==> src/sv/cstp_pkg.sv <==
// ---------------------------------------------------------------------------
// cstp_pkg: shared types and constants of the call stack profiler
// Field widths, command and status codes, parameter defaults and totals access strobes.
// ---------------------------------------------------------------------------
`default_nettype none

package cstp_pkg;

    localparam int CMD_W    = 2;
    localparam int FID_W    = 6;
    localparam int TS_W     = 32;
    localparam int TOTAL_W  = 32;
    localparam int STATUS_W = 2;

    localparam int NUM_FUNCS_DEF   = 64;
    localparam int STACK_DEPTH_DEF = 64;
    localparam int TIME_WIDTH_DEF  = 32;

    typedef enum logic [CMD_W-1:0] {
        CMD_START = 2'd0,
        CMD_END   = 2'd1,
        CMD_READ  = 2'd2
    } t_cmd;

    typedef enum logic [STATUS_W-1:0] {
        ST_OK        = 2'd0,
        ST_OVERFLOW  = 2'd1,
        ST_UNDERFLOW = 2'd2
    } t_status;

    // Access strobes from the sequencer to the totals memory.
    typedef struct packed {
        logic rd;
        logic wr;
    } t_tot_cmd;

endpackage

`default_nettype wire

==> src/sv/cstp_if.sv <==
// ---------------------------------------------------------------------------
// cstp_if: event and result channels of the call stack profiler
// Valid/ready channels; a transfer happens when valid and ready are high.
// ---------------------------------------------------------------------------
`default_nettype none

interface cstp_evt_if;
    import cstp_pkg::*;

    logic             valid;
    logic             ready;
    logic [CMD_W-1:0] cmd;
    logic [FID_W-1:0] func_id;
    logic [TS_W-1:0]  timestamp;

    modport source (output valid, output cmd, output func_id, output timestamp,
                    input ready);
    modport sink   (input valid, input cmd, input func_id, input timestamp,
                    output ready);
endinterface

interface cstp_res_if;
    import cstp_pkg::*;

    logic                valid;
    logic                ready;
    logic [FID_W-1:0]    func_id_out;
    logic [TOTAL_W-1:0]  total_time;
    logic                updated;
    logic [STATUS_W-1:0] status;

    modport source (output valid, output func_id_out, output total_time,
                    output updated, output status, input ready);
    modport sink   (input valid, input func_id_out, input total_time,
                    input updated, input status, output ready);
endinterface

`default_nettype wire

==> src/sv/cstp_totals.sv <==
// ---------------------------------------------------------------------------
// cstp_totals: per-function exclusive time memory
// One write port and one registered read port. After reset a clearing pass
// writes zero to every entry, one per cycle, while o_clr_busy is high.
// ---------------------------------------------------------------------------
`default_nettype none

module cstp_totals #(
    parameter int NUM_FUNCS  = cstp_pkg::NUM_FUNCS_DEF,
    parameter int TIME_WIDTH = cstp_pkg::TIME_WIDTH_DEF,
    parameter int FW         = (NUM_FUNCS > 1) ? $clog2(NUM_FUNCS) : 1
) (
    input  wire logic              i_clk,
    input  wire logic              i_rst_n,
    input  wire cstp_pkg::t_tot_cmd i_cmd,
    input  wire logic [FW-1:0]     i_rd_addr,
    input  wire logic [FW-1:0]     i_wr_addr,
    input  wire logic [TIME_WIDTH-1:0] i_wr_data,
    output logic [TIME_WIDTH-1:0]  o_rd_data,
    output logic                   o_clr_busy
);
    import cstp_pkg::*;

    logic [TIME_WIDTH-1:0] mem [NUM_FUNCS];
    logic [TIME_WIDTH-1:0] r_rd_q;
    logic                  r_clr_busy;
    logic [FW-1:0]         r_clr_addr;
    logic                  n_clr_busy;
    logic [FW-1:0]         n_clr_addr;

    always_comb begin
        n_clr_busy = r_clr_busy;
        n_clr_addr = r_clr_addr;
        if (r_clr_busy) begin
            n_clr_addr = r_clr_addr + FW'(1);
            if (r_clr_addr == FW'(NUM_FUNCS - 1)) begin
                n_clr_busy = 1'b0;
            end
        end
    end

    always_ff @(posedge i_clk) begin
        if (!i_rst_n) begin
            r_clr_busy <= 1'b1;
            r_clr_addr <= '0;
        end else begin
            r_clr_busy <= n_clr_busy;
            r_clr_addr <= n_clr_addr;
        end
    end

    always_ff @(posedge i_clk) begin
        if (r_clr_busy) begin
            mem[r_clr_addr] <= '0;
        end else if (i_cmd.wr) begin
            mem[i_wr_addr] <= i_wr_data;
        end
    end

    // Read data holds until the next read, so a stalled item keeps its operand.
    always_ff @(posedge i_clk) begin
        if (i_cmd.rd) begin
            r_rd_q <= mem[i_rd_addr];
        end
    end

    assign o_rd_data  = r_rd_q;
    assign o_clr_busy = r_clr_busy;

endmodule

`default_nettype wire

==> src/sv/call_stack_exclusive_time_profiler.sv <==
// ---------------------------------------------------------------------------
// call_stack_exclusive_time_profiler: exclusive run time per function
// Tracks a call stack from start and end events and accumulates saturating
// per-function exclusive times; a read command returns one total.
// ---------------------------------------------------------------------------
//  Channel  Dir  Fields                                      Transfer
//  i_evt    in   cmd, func_id, timestamp                     valid & ready
//  o_res    out  func_id_out, total_time, updated, status    valid & ready
//
//  When an event is taken it reads the totals memory and the stack entry
//  below the top; in S_EXEC it then adds, saturates and writes back.
//  The top stack entry lives in registers; the rest sits in the stack memory.
//  After reset the totals memory is cleared entry by entry; events are
//  held off during that pass and in the cycle after it.
//  An event is taken while a previous result still waits; its write-back
//  stalls until the result register is free.
// ---------------------------------------------------------------------------
`default_nettype none

module call_stack_exclusive_time_profiler #(
    parameter int NUM_FUNCS   = cstp_pkg::NUM_FUNCS_DEF,
    parameter int STACK_DEPTH = cstp_pkg::STACK_DEPTH_DEF,
    parameter int TIME_WIDTH  = cstp_pkg::TIME_WIDTH_DEF
) (
    input  wire logic  i_clk,
    input  wire logic  i_rst_n,
    cstp_evt_if.sink   i_evt,
    cstp_res_if.source o_res
);
    import cstp_pkg::*;

    localparam int FW = (NUM_FUNCS > 1) ? $clog2(NUM_FUNCS) : 1;
    localparam int SW = $clog2(STACK_DEPTH);
    localparam int LW = $clog2(STACK_DEPTH + 1);
    localparam int TW = TIME_WIDTH;

    typedef enum logic [2:0] {
        S_CLEAR = 3'b001,
        S_IDLE  = 3'b010,
        S_EXEC  = 3'b100
    } t_state;

    // Control state
    t_state           r_state, n_state;
    logic [LW-1:0]    r_level, n_level;
    logic             r_out_valid, n_out_valid;

    // Stack top and captured event
    logic [FID_W-1:0] r_top_fid, n_top_fid;
    logic [TW-1:0]    r_top_time, n_top_time;
    t_cmd             r_cmd;
    logic [FID_W-1:0] r_fid;
    logic [TW-1:0]    r_ts;
    logic [TW-1:0]    r_ts_inc;
    logic [TW-1:0]    r_delta;
    logic [FID_W-1:0] r_tgt_fid;
    logic             r_tgt_ok;

    // Result register
    logic [FID_W-1:0]   r_out_fid, n_out_fid;
    logic [TOTAL_W-1:0] r_out_total, n_out_total;
    logic               r_out_upd, n_out_upd;
    t_status            r_out_status, n_out_status;

    // Stack memory
    logic [FID_W+TW-1:0] stk_mem [STACK_DEPTH];
    logic [FID_W+TW-1:0] r_stk_q;
    logic                stk_wr;

    // Totals memory access
    t_tot_cmd        tot_cmd;
    logic [FW-1:0]   tot_rd_addr;
    logic [FW-1:0]   tot_wr_addr;
    logic [TW-1:0]   tot_rd_data;
    logic            clr_busy;

    // Accept-side arithmetic
    logic            accept;
    logic            commit;
    t_cmd            in_cmd;
    logic [TW+TS_W-1:0]  ts_ext;
    logic [TW-1:0]   ts_in;
    logic [TW:0]     diff;
    logic [TW-1:0]   start_delta;
    logic [TW-1:0]   end_delta;
    logic [FID_W-1:0] tgt_fid;
    logic [FW+FID_W-1:0] tgt_ext;
    logic [FW+FID_W-1:0] top_ext;
    logic [LW-1:0]   lvl_m1;
    logic [LW-1:0]   lvl_m2;

    // Commit-side arithmetic
    logic [TW:0]     sum;
    logic [TW-1:0]   sat_sum;
    logic [TOTAL_W+TW-1:0] sat_ext;
    logic [TOTAL_W+TW-1:0] rd_ext;

    assign accept = i_evt.valid && i_evt.ready;
    assign commit = (r_state == S_EXEC) && (!r_out_valid || o_res.ready);
    assign in_cmd = t_cmd'(i_evt.cmd);

    assign ts_ext = {{TW{1'b0}}, i_evt.timestamp};
    assign ts_in  = ts_ext[TW-1:0];
    assign diff   = {1'b0, ts_in} - {1'b0, r_top_time};

    // Time running backwards credits nothing; an end credits inclusively.
    assign start_delta = diff[TW] ? '0 : diff[TW-1:0];
    assign end_delta   = diff[TW] ? '0 :
                         (&diff[TW-1:0]) ? diff[TW-1:0] : diff[TW-1:0] + TW'(1);

    assign tgt_fid = (in_cmd == CMD_READ) ? i_evt.func_id : r_top_fid;
    assign tgt_ext = {{FW{1'b0}}, tgt_fid};
    assign top_ext = {{FW{1'b0}}, r_top_fid};
    assign lvl_m1  = r_level - LW'(1);
    assign lvl_m2  = r_level - LW'(2);

    assign tot_rd_addr = tgt_ext[FW-1:0];
    assign tot_wr_addr = top_ext[FW-1:0];

    assign sum     = {1'b0, tot_rd_data} + {1'b0, r_delta};
    assign sat_sum = sum[TW] ? '1 : sum[TW-1:0];
    assign sat_ext = {{TOTAL_W{1'b0}}, sat_sum};
    assign rd_ext  = {{TOTAL_W{1'b0}}, tot_rd_data};

    cstp_totals #(
        .NUM_FUNCS  (NUM_FUNCS),
        .TIME_WIDTH (TIME_WIDTH),
        .FW         (FW)
    ) u_totals (
        .i_clk      (i_clk),
        .i_rst_n    (i_rst_n),
        .i_cmd      (tot_cmd),
        .i_rd_addr  (tot_rd_addr),
        .i_wr_addr  (tot_wr_addr),
        .i_wr_data  (sat_sum),
        .o_rd_data  (tot_rd_data),
        .o_clr_busy (clr_busy)
    );

    always_comb begin
        n_state      = r_state;
        n_level      = r_level;
        n_out_valid  = r_out_valid;
        n_top_fid    = r_top_fid;
        n_top_time   = r_top_time;
        n_out_fid    = r_out_fid;
        n_out_total  = r_out_total;
        n_out_upd    = r_out_upd;
        n_out_status = r_out_status;
        tot_cmd.rd   = accept;
        tot_cmd.wr   = 1'b0;
        stk_wr       = 1'b0;

        if (o_res.valid && o_res.ready) begin
            n_out_valid = 1'b0;
        end

        case (r_state)
            S_CLEAR: begin
                if (!clr_busy) begin
                    n_state = S_IDLE;
                end
            end
            S_IDLE: begin
                if (accept) begin
                    n_state = S_EXEC;
                end
            end
            S_EXEC: begin
                if (commit) begin
                    n_state      = S_IDLE;
                    n_out_valid  = 1'b1;
                    n_out_fid    = '0;
                    n_out_total  = '0;
                    n_out_upd    = 1'b0;
                    n_out_status = ST_OK;
                    case (r_cmd)
                        CMD_START: begin
                            if (r_level >= LW'(STACK_DEPTH)) begin
                                n_out_status = ST_OVERFLOW;
                            end else begin
                                if (r_level != '0) begin
                                    // The running caller is credited and saved.
                                    stk_wr = 1'b1;
                                    if (r_tgt_ok) begin
                                        tot_cmd.wr  = 1'b1;
                                        n_out_fid   = r_tgt_fid;
                                        n_out_total = sat_ext[TOTAL_W-1:0];
                                        n_out_upd   = 1'b1;
                                    end
                                end
                                n_top_fid  = r_fid;
                                n_top_time = r_ts;
                                n_level    = r_level + LW'(1);
                            end
                        end
                        CMD_END: begin
                            if (r_level == '0) begin
                                n_out_status = ST_UNDERFLOW;
                            end else begin
                                if (r_tgt_ok) begin
                                    tot_cmd.wr  = 1'b1;
                                    n_out_fid   = r_tgt_fid;
                                    n_out_total = sat_ext[TOTAL_W-1:0];
                                    n_out_upd   = 1'b1;
                                end
                                n_level = lvl_m1;
                                if (r_level > LW'(1)) begin
                                    n_top_fid  = r_stk_q[FID_W+TW-1:TW];
                                    n_top_time = r_ts_inc;
                                end
                            end
                        end
                        CMD_READ: begin
                            if (r_tgt_ok) begin
                                n_out_fid   = r_tgt_fid;
                                n_out_total = rd_ext[TOTAL_W-1:0];
                                n_out_upd   = 1'b1;
                            end
                        end
                        default: begin
                        end
                    endcase
                end
            end
            default: begin
                n_state = S_CLEAR;
            end
        endcase
    end

    always_ff @(posedge i_clk) begin
        if (!i_rst_n) begin
            r_state     <= S_CLEAR;
            r_level     <= '0;
            r_out_valid <= 1'b0;
        end else begin
            r_state     <= n_state;
            r_level     <= n_level;
            r_out_valid <= n_out_valid;
        end
    end

    always_ff @(posedge i_clk) begin
        r_top_fid    <= n_top_fid;
        r_top_time   <= n_top_time;
        r_out_fid    <= n_out_fid;
        r_out_total  <= n_out_total;
        r_out_upd    <= n_out_upd;
        r_out_status <= n_out_status;
        if (accept) begin
            r_cmd     <= in_cmd;
            r_fid     <= i_evt.func_id;
            r_ts      <= ts_in;
            r_ts_inc  <= (&ts_in) ? ts_in : ts_in + TW'(1);
            r_delta   <= (in_cmd == CMD_END) ? end_delta : start_delta;
            r_tgt_fid <= tgt_fid;
            r_tgt_ok  <= 32'(tgt_fid) < 32'(NUM_FUNCS);
        end
    end

    // Entries below the top; a push stores the old top with the push's timestamp.
    always_ff @(posedge i_clk) begin
        if (stk_wr) begin
            stk_mem[lvl_m1[SW-1:0]] <= {r_top_fid, r_ts};
        end
    end

    always_ff @(posedge i_clk) begin
        if (accept) begin
            r_stk_q <= stk_mem[lvl_m2[SW-1:0]];
        end
    end

    assign i_evt.ready       = (r_state == S_IDLE);
    assign o_res.valid       = r_out_valid;
    assign o_res.func_id_out = r_out_fid;
    assign o_res.total_time  = r_out_total;
    assign o_res.updated     = r_out_upd;
    assign o_res.status      = r_out_status;

    a_level_bound: assert property (@(posedge i_clk) disable iff (!i_rst_n)
        r_level <= LW'(STACK_DEPTH))
        else $error("stack level beyond stack depth");

    a_level_on_commit: assert property (@(posedge i_clk) disable iff (!i_rst_n)
        $past(i_rst_n) && (r_level != $past(r_level)) |-> $past(r_state == S_EXEC))
        else $error("stack level changed outside write-back");

    a_no_accept_in_clear: assert property (@(posedge i_clk) disable iff (!i_rst_n)
        clr_busy |-> !i_evt.ready)
        else $error("event taken during clearing pass");

    a_idle_fields_zero: assert property (@(posedge i_clk) disable iff (!i_rst_n)
        o_res.valid && !o_res.updated |-> (o_res.func_id_out == '0)
                                        && (o_res.total_time == '0))
        else $error("result fields not zero without update");

endmodule

`default_nettype wire
==> src/flat_wrapper.sv <==
// flat-port wrapper written by rule: the top's interface ports become plain ports
module call_stack_exclusive_time_profiler_flat import cstp_pkg::*;
#(
    parameter int NUM_FUNCS   = cstp_pkg::NUM_FUNCS_DEF,
    parameter int STACK_DEPTH = cstp_pkg::STACK_DEPTH_DEF,
    parameter int TIME_WIDTH  = cstp_pkg::TIME_WIDTH_DEF
)
  (i_clk, i_rst_n, i_evt_valid, i_evt_cmd, i_evt_func_id, i_evt_timestamp, i_evt_ready, o_res_valid, o_res_func_id_out, o_res_total_time, o_res_updated, o_res_status, o_res_ready);
  cstp_evt_if i_evt_i ();
  cstp_res_if o_res_i ();
  input  wire logic i_clk;
  input  wire logic i_rst_n;
  input wire logic [$bits(i_evt_i.valid)-1:0] i_evt_valid;
  input wire logic [$bits(i_evt_i.cmd)-1:0] i_evt_cmd;
  input wire logic [$bits(i_evt_i.func_id)-1:0] i_evt_func_id;
  input wire logic [$bits(i_evt_i.timestamp)-1:0] i_evt_timestamp;
  output wire logic [$bits(i_evt_i.ready)-1:0] i_evt_ready;
  output wire logic [$bits(o_res_i.valid)-1:0] o_res_valid;
  output wire logic [$bits(o_res_i.func_id_out)-1:0] o_res_func_id_out;
  output wire logic [$bits(o_res_i.total_time)-1:0] o_res_total_time;
  output wire logic [$bits(o_res_i.updated)-1:0] o_res_updated;
  output wire logic [$bits(o_res_i.status)-1:0] o_res_status;
  input wire logic [$bits(o_res_i.ready)-1:0] o_res_ready;
  assign i_evt_i.valid = i_evt_valid;
  assign i_evt_i.cmd = i_evt_cmd;
  assign i_evt_i.func_id = i_evt_func_id;
  assign i_evt_i.timestamp = i_evt_timestamp;
  assign i_evt_ready = i_evt_i.ready;
  assign o_res_valid = o_res_i.valid;
  assign o_res_func_id_out = o_res_i.func_id_out;
  assign o_res_total_time = o_res_i.total_time;
  assign o_res_updated = o_res_i.updated;
  assign o_res_status = o_res_i.status;
  assign o_res_i.ready = o_res_ready;
  call_stack_exclusive_time_profiler #(.NUM_FUNCS(NUM_FUNCS), .STACK_DEPTH(STACK_DEPTH), .TIME_WIDTH(TIME_WIDTH)) u_core (.i_clk(i_clk), .i_rst_n(i_rst_n), .i_evt(i_evt_i), .o_res(o_res_i));
endmodule
==> config.mk <==
export PLATFORM = sky130hd
export DESIGN_NAME = call_stack_exclusive_time_profiler_flat
export DESIGN_NICKNAME = d
export VERILOG_FILES = /design/src/sv/cstp_pkg.sv /design/src/sv/cstp_if.sv /design/src/sv/cstp_totals.sv /design/src/sv/call_stack_exclusive_time_profiler.sv /design/src/flat_wrapper.sv
export SDC_FILE = /design/constraint.sdc
export NUM_CORES = 2
export LEC_CHECK = 0
export BUFFER_PORTS_ARGS = -buffer_cell sky130_fd_sc_hd__buf_2
export CAP_MARGIN = 10
export CORE_MARGIN = 2
export CORE_UTILIZATION = 35
export DETAILED_ROUTE_END_ITERATION = 12
export GPL_TIMING_DRIVEN = 0
export PLACE_DENSITY = 0.61
export SYNTH_ARGS = -nofsm -noshare
export SYNTH_HDL_FRONTEND = slang
export SYNTH_MEMORY_MAX_BITS = 65536
export SYNTH_SLANG_ARGS = --single-unit
==> constraint.sdc <==
create_clock -name i_clk -period 14.4 [get_ports i_clk]
set_clock_uncertainty 0.1 [all_clocks]
set_input_delay 2.88 -clock i_clk [delete_from_list [all_inputs] [get_ports i_clk]]
set_output_delay 2.88 -clock i_clk [all_outputs]
set_load 0.02 [all_outputs]
# Word level (Yosys, flattened, before mapping)

Memories as Yosys holds them, arrays and structs flattened. A register that Yosys moved wholly into a read port is not among the register bits.
Index checks and enable logic that the tools add are counted.
W data, S select, Z words.

Word-level logic and storage cells: 117
RAM bits: 4,480
Register bits after elaboration: 207
Memories: 2
Input port bits: 44
Output and inout bits: 43

$lt $le $gt $ge: 2
Eq/ne operators: 14
Mux-type cells: 58
Add/subtract/negate cells: 8
Reductions and logical operators: 16

Memories:

| memory              | depth | bits a word | rd ports | clocked after memory_dff | write ports | RTL line                                 | RTL |
|---|---|---|---|---|---|---|---|
| u_core.stk_mem      | 64    | 38          | 1        | 1                        | 1           | call_stack_exclusive_time_profiler.sv:66 | `logic [FID_W+TW-1:0] stk_mem [STACK_DEPTH];` |
| u_core.u_totals.mem | 64    | 32          | 1        | 1                        | 1           | cstp_totals.sv:24                        | `logic [TIME_WIDTH-1:0] mem [NUM_FUNCS];` |

Operators by type and width:

| operator                | number |
|---|---|
| $mux W32                | 13 |
| $pmux W32 S3            | 1 |
| $add A32 B1 Y32 const B | 2 |
| $pmux W32 S2            | 1 |
| $reduce_and A32 Y1      | 2 |
| $mux W6                 | 8 |
| $add A32 B32 Y33        | 1 |
| $sub A32 B32 Y33        | 1 |
| $reduce_or A32 Y1       | 1 |
| $mux W1                 | 22 |
| $pmux W6 S3             | 1 |
| $mux W7                 | 2 |
| $pmux W7 S2             | 1 |
| $pmux W6 S2             | 1 |
| $mux W3                 | 3 |
| $pmux W3 S3             | 1 |
| $ne A2 B2 Y1 const B    | 4 |
| $add A7 B1 Y7 const B   | 1 |
| $ge A7 B7 Y1 const B    | 1 |
| $gt A7 B1 Y1 const B    | 1 |
| $logic_not A7 Y1        | 1 |
| $reduce_bool A7 Y1      | 1 |
| $sub A7 B1 Y7 const B   | 1 |
| $add A6 B1 Y6 const B   | 1 |
| other kinds (21)        | 26 |

# Logic depth before layout (Yosys ltp)

Depth in word-level cells: 11
Gate-level depth with buffers: 17
Depth with buffers taken out: 15

# By module

A second synthesis with hierarchy kept.

Cell total of the unflattened synthesis: 5,401
Area total of the unflattened synthesis: 107,439.3 µm²

Modules (own cells, without submodules):

| module                             | sequential area each (µm²) | instances | cells each | area an instance (µm²) |
|---|---|---|---|---|
| cstp_totals                        | 62,600.0                   | 1         | 3,398      | 79,282.3 |
| call_stack_exclusive_time_profiler | 17,606.9                   | 1         | 2,003      | 28,157.0 |

# Worst setup path before layout

Ideal clock, no wire load.

Path kind: in2reg
Start point: in i_evt_valid
End point: reg u_core.r_cmd[0] (enable)
Data required time: 13.775 ns
Setup slack: 7.517 ns
Data arrival time: 6.259 ns
Buffers on the path: 0
Setup time: 0.525 ns
Stages on the path: 1
Cell sequence: and2_1

Word-level cells in the longest chain between the ends: 1

RTL lines:

| item                 | RTL line                                  | RTL |
|---|---|---|
| start, declared      | flat_wrapper.sv:13                        | `input wire logic [$bits(i_evt_i.valid)-1:0] i_evt_valid;` |
| $logic_and A1 B1 Y1  | call_stack_exclusive_time_profiler.sv:98  | `assign accept = i_evt.valid && i_evt.ready;` |
| end signal, assigned | call_stack_exclusive_time_profiler.sv:252 | `r_cmd <= in_cmd;` |
| end, declared        | call_stack_exclusive_time_profiler.sv:51  | `t_cmd r_cmd;` |

No other way between the ends.
A chain may end at the register's enable or synchronous reset.

# Final worst setup path

Start point: in i_evt_cmd[0]
End point: reg u_core.u_totals.r_rd_q[3], in the netlist u_core.u_totals.o_rd_data[3] (read register of u_core.u_totals.mem) (data pin)

Word-level cells in the longest chain between the ends: 2

RTL lines:

| item            | RTL line                                  | RTL |
|---|---|---|
| start, declared | flat_wrapper.sv:14                        | `input wire logic [$bits(i_evt_i.cmd)-1:0] i_evt_cmd;` |
| $eq A2 B2 Y1    | call_stack_exclusive_time_profiler.sv:111 | `assign tgt_fid = (in_cmd == CMD_READ) ? i_evt.func_id : r_top_fid;` |
| $mux W6         | call_stack_exclusive_time_profiler.sv:111 |  |
| end, declared   | cstp_totals.sv:25                         | `logic [TIME_WIDTH-1:0] r_rd_q;` |

No other way between the ends.

==> run summary <==
Maximum buffer depth of the clock tree: 4
Number of cells on the worst reg-to-reg path: 13
Number of gates resized after CTS: 0
Library cells used by synthesis: 77
Clock network latency to the later pin of the worst-skew pair: 0.87 ns
Routed length on met3: 31200 um
Largest cells by area after synthesis: sky130_fd_sc_hd__edfxtp_1 (72%), sky130_fd_sc_hd__nand2_1 (7.8%), sky130_fd_sc_hd__nand3_1 (4.9%)
Number of nets in the layout: 9009
Ratio of total power to cell area: 126 nW/um2
Violated checks: max-capacitance violations
Most used DFF post-synth: sky130_fd_sc_hd__edfxtp_1
Leftover overflow at the end of global routing: 0
Pre-CTS setup slack: 5.15 ns
Final wirelength: 335000 um
Synthesis warning total: 0
Routed WL per cell: 25.3 um
WS Path Type: primary input to flop
Min cycle time layout: 8.69 ns
Startpoint Class: primary input
Max capacitance violation total: 1
Setup repair after global routing missed its margin: false
Data arrival time of the worst path: 9.06 ns
Number of standard cells after synthesis: 8379
Avg Inst Size Synth: 13.2 um2
Clock buffers created by TritonCTS: 279
Die boundary height: 566 um
Type of the worst min-delay path: flop to flop
Fraction of synthesized cell area taken by the top area cell type: 0.723
Routed length on met1: 131000 um
Worst hold path stage count: 1
Post-synth EDFFs: 2659
Synthesized area: 110000 um2
Clock Pin Slew Worst Setup and Hold Paths: 0.06 ns
Tightest Pin Transition: 1.47 ns
Pleak: 0.0435 uW
1st-pass router iterations: 6
Cell taking the most area after synthesis: sky130_fd_sc_hd__edfxtp_1
Overall routing resource usage: 0.203
Final Max Tran Viols: 0
Wire length on met2: 153000 um
Worst Slack Setup Final: 5.71 ns
Fraction of final layout cells sized beyond drive strength 1: 0.0967
Data required, critical path: 14.77 ns
Initial drt markers: 9613
Mapped Nets: 8499
Total number of vias: 73400
Worst setup EP type: flop
Top library cells by usage in the layout, fill and taps aside: sky130_fd_sc_hd__edfxtp_1 (2659), sky130_fd_sc_hd__nand2_1 (2296), sky130_fd_sc_hd__nand3_1 (1077)
Site row count: 206
Hold Vio Cnt, Final: 0
TritonCTS clock tree: yes
Count of buffers added by post-CTS timing repair for setup: 0
DRC Markers: 0
Tightest slew margin relative to the limit: 0.00976
Setup tns final: 0 ns
Highest attainable clock frequency: 115 MHz
Sequential share of the synthesized area: 0.727
Number of antenna violations at the first check in global routing: 13
Core region area: 314000 um2
Result of the run: finished, violations left
DPL Wire Length: 240000 um
Clock sink count: 2677
Hold buffer count at CTS: 0
I/O Buffers: 86
Signed area change from the synthesized netlist to the final layout: 16.6%
Critical-path maximum fanout: 10
H-tree levels: 5
First-pass GRT wire length: 476000 um
Number of synthesized register bits: 2677
Die footprint: 320000 um2
Starting utilization of the core area: 0.351
Number of ports placed on the die boundary: 87
Most frequent standard cell in the layout excluding fill and tap cells: sky130_fd_sc_hd__edfxtp_1
Peak supply drop: 82.0 uV
Post-DRT Antenna Nets: 0
Fin crit share: 0.603
Largest net degree at the start of global routing: 59
Number of global-route vias before repair: 69100
Final number of setup-violating endpoints: 0
Routed vias/inst: 5.53
Routability-driven placement congestion ratio: 1.04
Die width: 566 um
Share of flip-flops with an asynchronous set or reset: 0
CTS root buf: sky130_fd_sc_hd__clkbuf_16
Highest metal layer used by the detailed router: met5
==> cell type report <==
cell class                      instances  area, um2
Sequential cell                      2677      80200
Multi-Input combinational cell       5091      28700
Buffer                                541       2060
Timing Repair Buffer                  229       3450
Tap cell                             4160       5200
Antenna cell                           12       30.0
Fill cell                           28600     186000
Clock buffer                          347       7430
Inverter                               70        263
Clock inverter                        141       1370
==> critical path: stages <==
cell	delay (ns)
sky130_fd_sc_hd__buf_2	0.13
sky130_fd_sc_hd__nand2b_1	0.10
sky130_fd_sc_hd__clkbuf_1	0.48
sky130_fd_sc_hd__mux2i_4	0.93
sky130_fd_sc_hd__clkbuf_2	0.78
sky130_fd_sc_hd__clkbuf_1	0.59
sky130_fd_sc_hd__clkbuf_1	0.79
sky130_fd_sc_hd__nand3_1	0.17
sky130_fd_sc_hd__a311oi_1	0.63
sky130_fd_sc_hd__a311oi_1	0.21
sky130_fd_sc_hd__nor3_1	0.90
sky130_fd_sc_hd__a21oi_1	0.40
==> cells in the mapped netlist, types with 24 or more instances <==
master / count
sky130_fd_sc_hd__mux4_2: 126
sky130_fd_sc_hd__a21o_1: 32
sky130_fd_sc_hd__o21ai_0: 72
sky130_fd_sc_hd__or3_1: 24
sky130_fd_sc_hd__nor3_1: 65
sky130_fd_sc_hd__edfxtp_1: 2659
sky130_fd_sc_hd__nor2b_1: 24
sky130_fd_sc_hd__ha_1: 74
sky130_fd_sc_hd__nand3_1: 1077
sky130_fd_sc_hd__inv_1: 68
sky130_fd_sc_hd__and3_1: 149
sky130_fd_sc_hd__nand4_1: 25
sky130_fd_sc_hd__nand2_1: 2296
sky130_fd_sc_hd__buf_1: 34
sky130_fd_sc_hd__a311oi_1: 356
sky130_fd_sc_hd__a21oi_1: 145
sky130_fd_sc_hd__a31oi_1: 46
sky130_fd_sc_hd__xor2_1: 41
sky130_fd_sc_hd__nor2_1: 260
sky130_fd_sc_hd__clkbuf_1: 499
sky130_fd_sc_hd__nand2b_1: 25
sky130_fd_sc_hd__xnor2_1: 64
==> routing by layer <==
metal  vias to the layer above  global-route usage
met5                         -                   0
met4                         4               0.113
met2                      3774               0.319
met3                       717              0.0392
met1                     36700               0.264
li1                      32200                   -
==> sequential cells by signal, summed over array words and instances (netlist names) <==
register	count
u_core.o_res.status	2
u_core.r_delta	32
u_core.o_res.total_time	32
u_core.o_res.func_id_out	6
u_core.r_tgt_fid	6
u_core.r_stk_q	6
u_core.r_top_time	32
u_core.o_res.valid	1
u_core.u_totals.o_clr_busy	1
u_core.u_totals.o_rd_data	32
u_core.u_totals.mem	2048
u_core.u_totals.r_clr_addr	6
u_core.r_level	7
u_core.o_res.updated	1
u_core.r_ts_inc	32
u_core.r_ts	32
u_core.r_cmd	2
u_core.r_top_fid	6
u_core.stk_mem	384
u_core.r_state	3
u_core.r_fid	6
==> path summary, 6_finish.rpt <==
| path | start | to | slack (ns) |
|---|---|---|---|
| max | i_evt_cmd[0] | u_core.u_totals.o_rd_data[3]$_DFFE_PP_ | 5.71 |
| min | u_core.r_state[0]$_SDFFE_PN1P_ | u_core.r_state[2]$_SDFFE_PN0P_ | 0.40 |
| max reg2reg | u_core.r_level[1]$_SDFFE_PN0P_ | u_core.u_totals.mem[18][13]$_DFFE_PP_ | 6.77 |
| min reg2reg | u_core.r_state[0]$_SDFFE_PN1P_ | u_core.r_state[2]$_SDFFE_PN0P_ | 0.40 |
==> per-stage QoR <==
step | cells | hold WS (ns) | util | area, um2 | total power (uW)
finish | 13300 | 0.404 | 0.409 | 129000 | 16300
floorplan | 8379 | 0.327 | - | 110000 | 9000
CTS | 13200 | 0.397 | 0.409 | 129000 | 16300
global route | 13300 | 0.418 | 0.409 | 129000 | 16600
detailed placement | 12800 | 0.374 | 0.381 | 120000 | 9290
global placement | 12600 | 0.339 | 0.369 | 116000 | 9270
==> kinds of logic after synthesis <==
family,count (synthesis),synth area share
muxes,141,0.0271
adders and majority gates,76,0.00875
AOI/OAI and AO/OA,756,0.0508
DFF,2677,0.727
and+or+nand+nor,4012,0.157
xor gates and xnor gates,106,0.00848
buffers and inverters,611,0.0210
==> power breakdown <==
part	total [uW]	switching, uW	internal (uW)	leakage, uW
Combinational	658	492	167	0.0144
Sequential	8490	9.46	8480	0.0249
Clock	7110	3000	4110	0.00429
(Power assumes the default switching activity.)
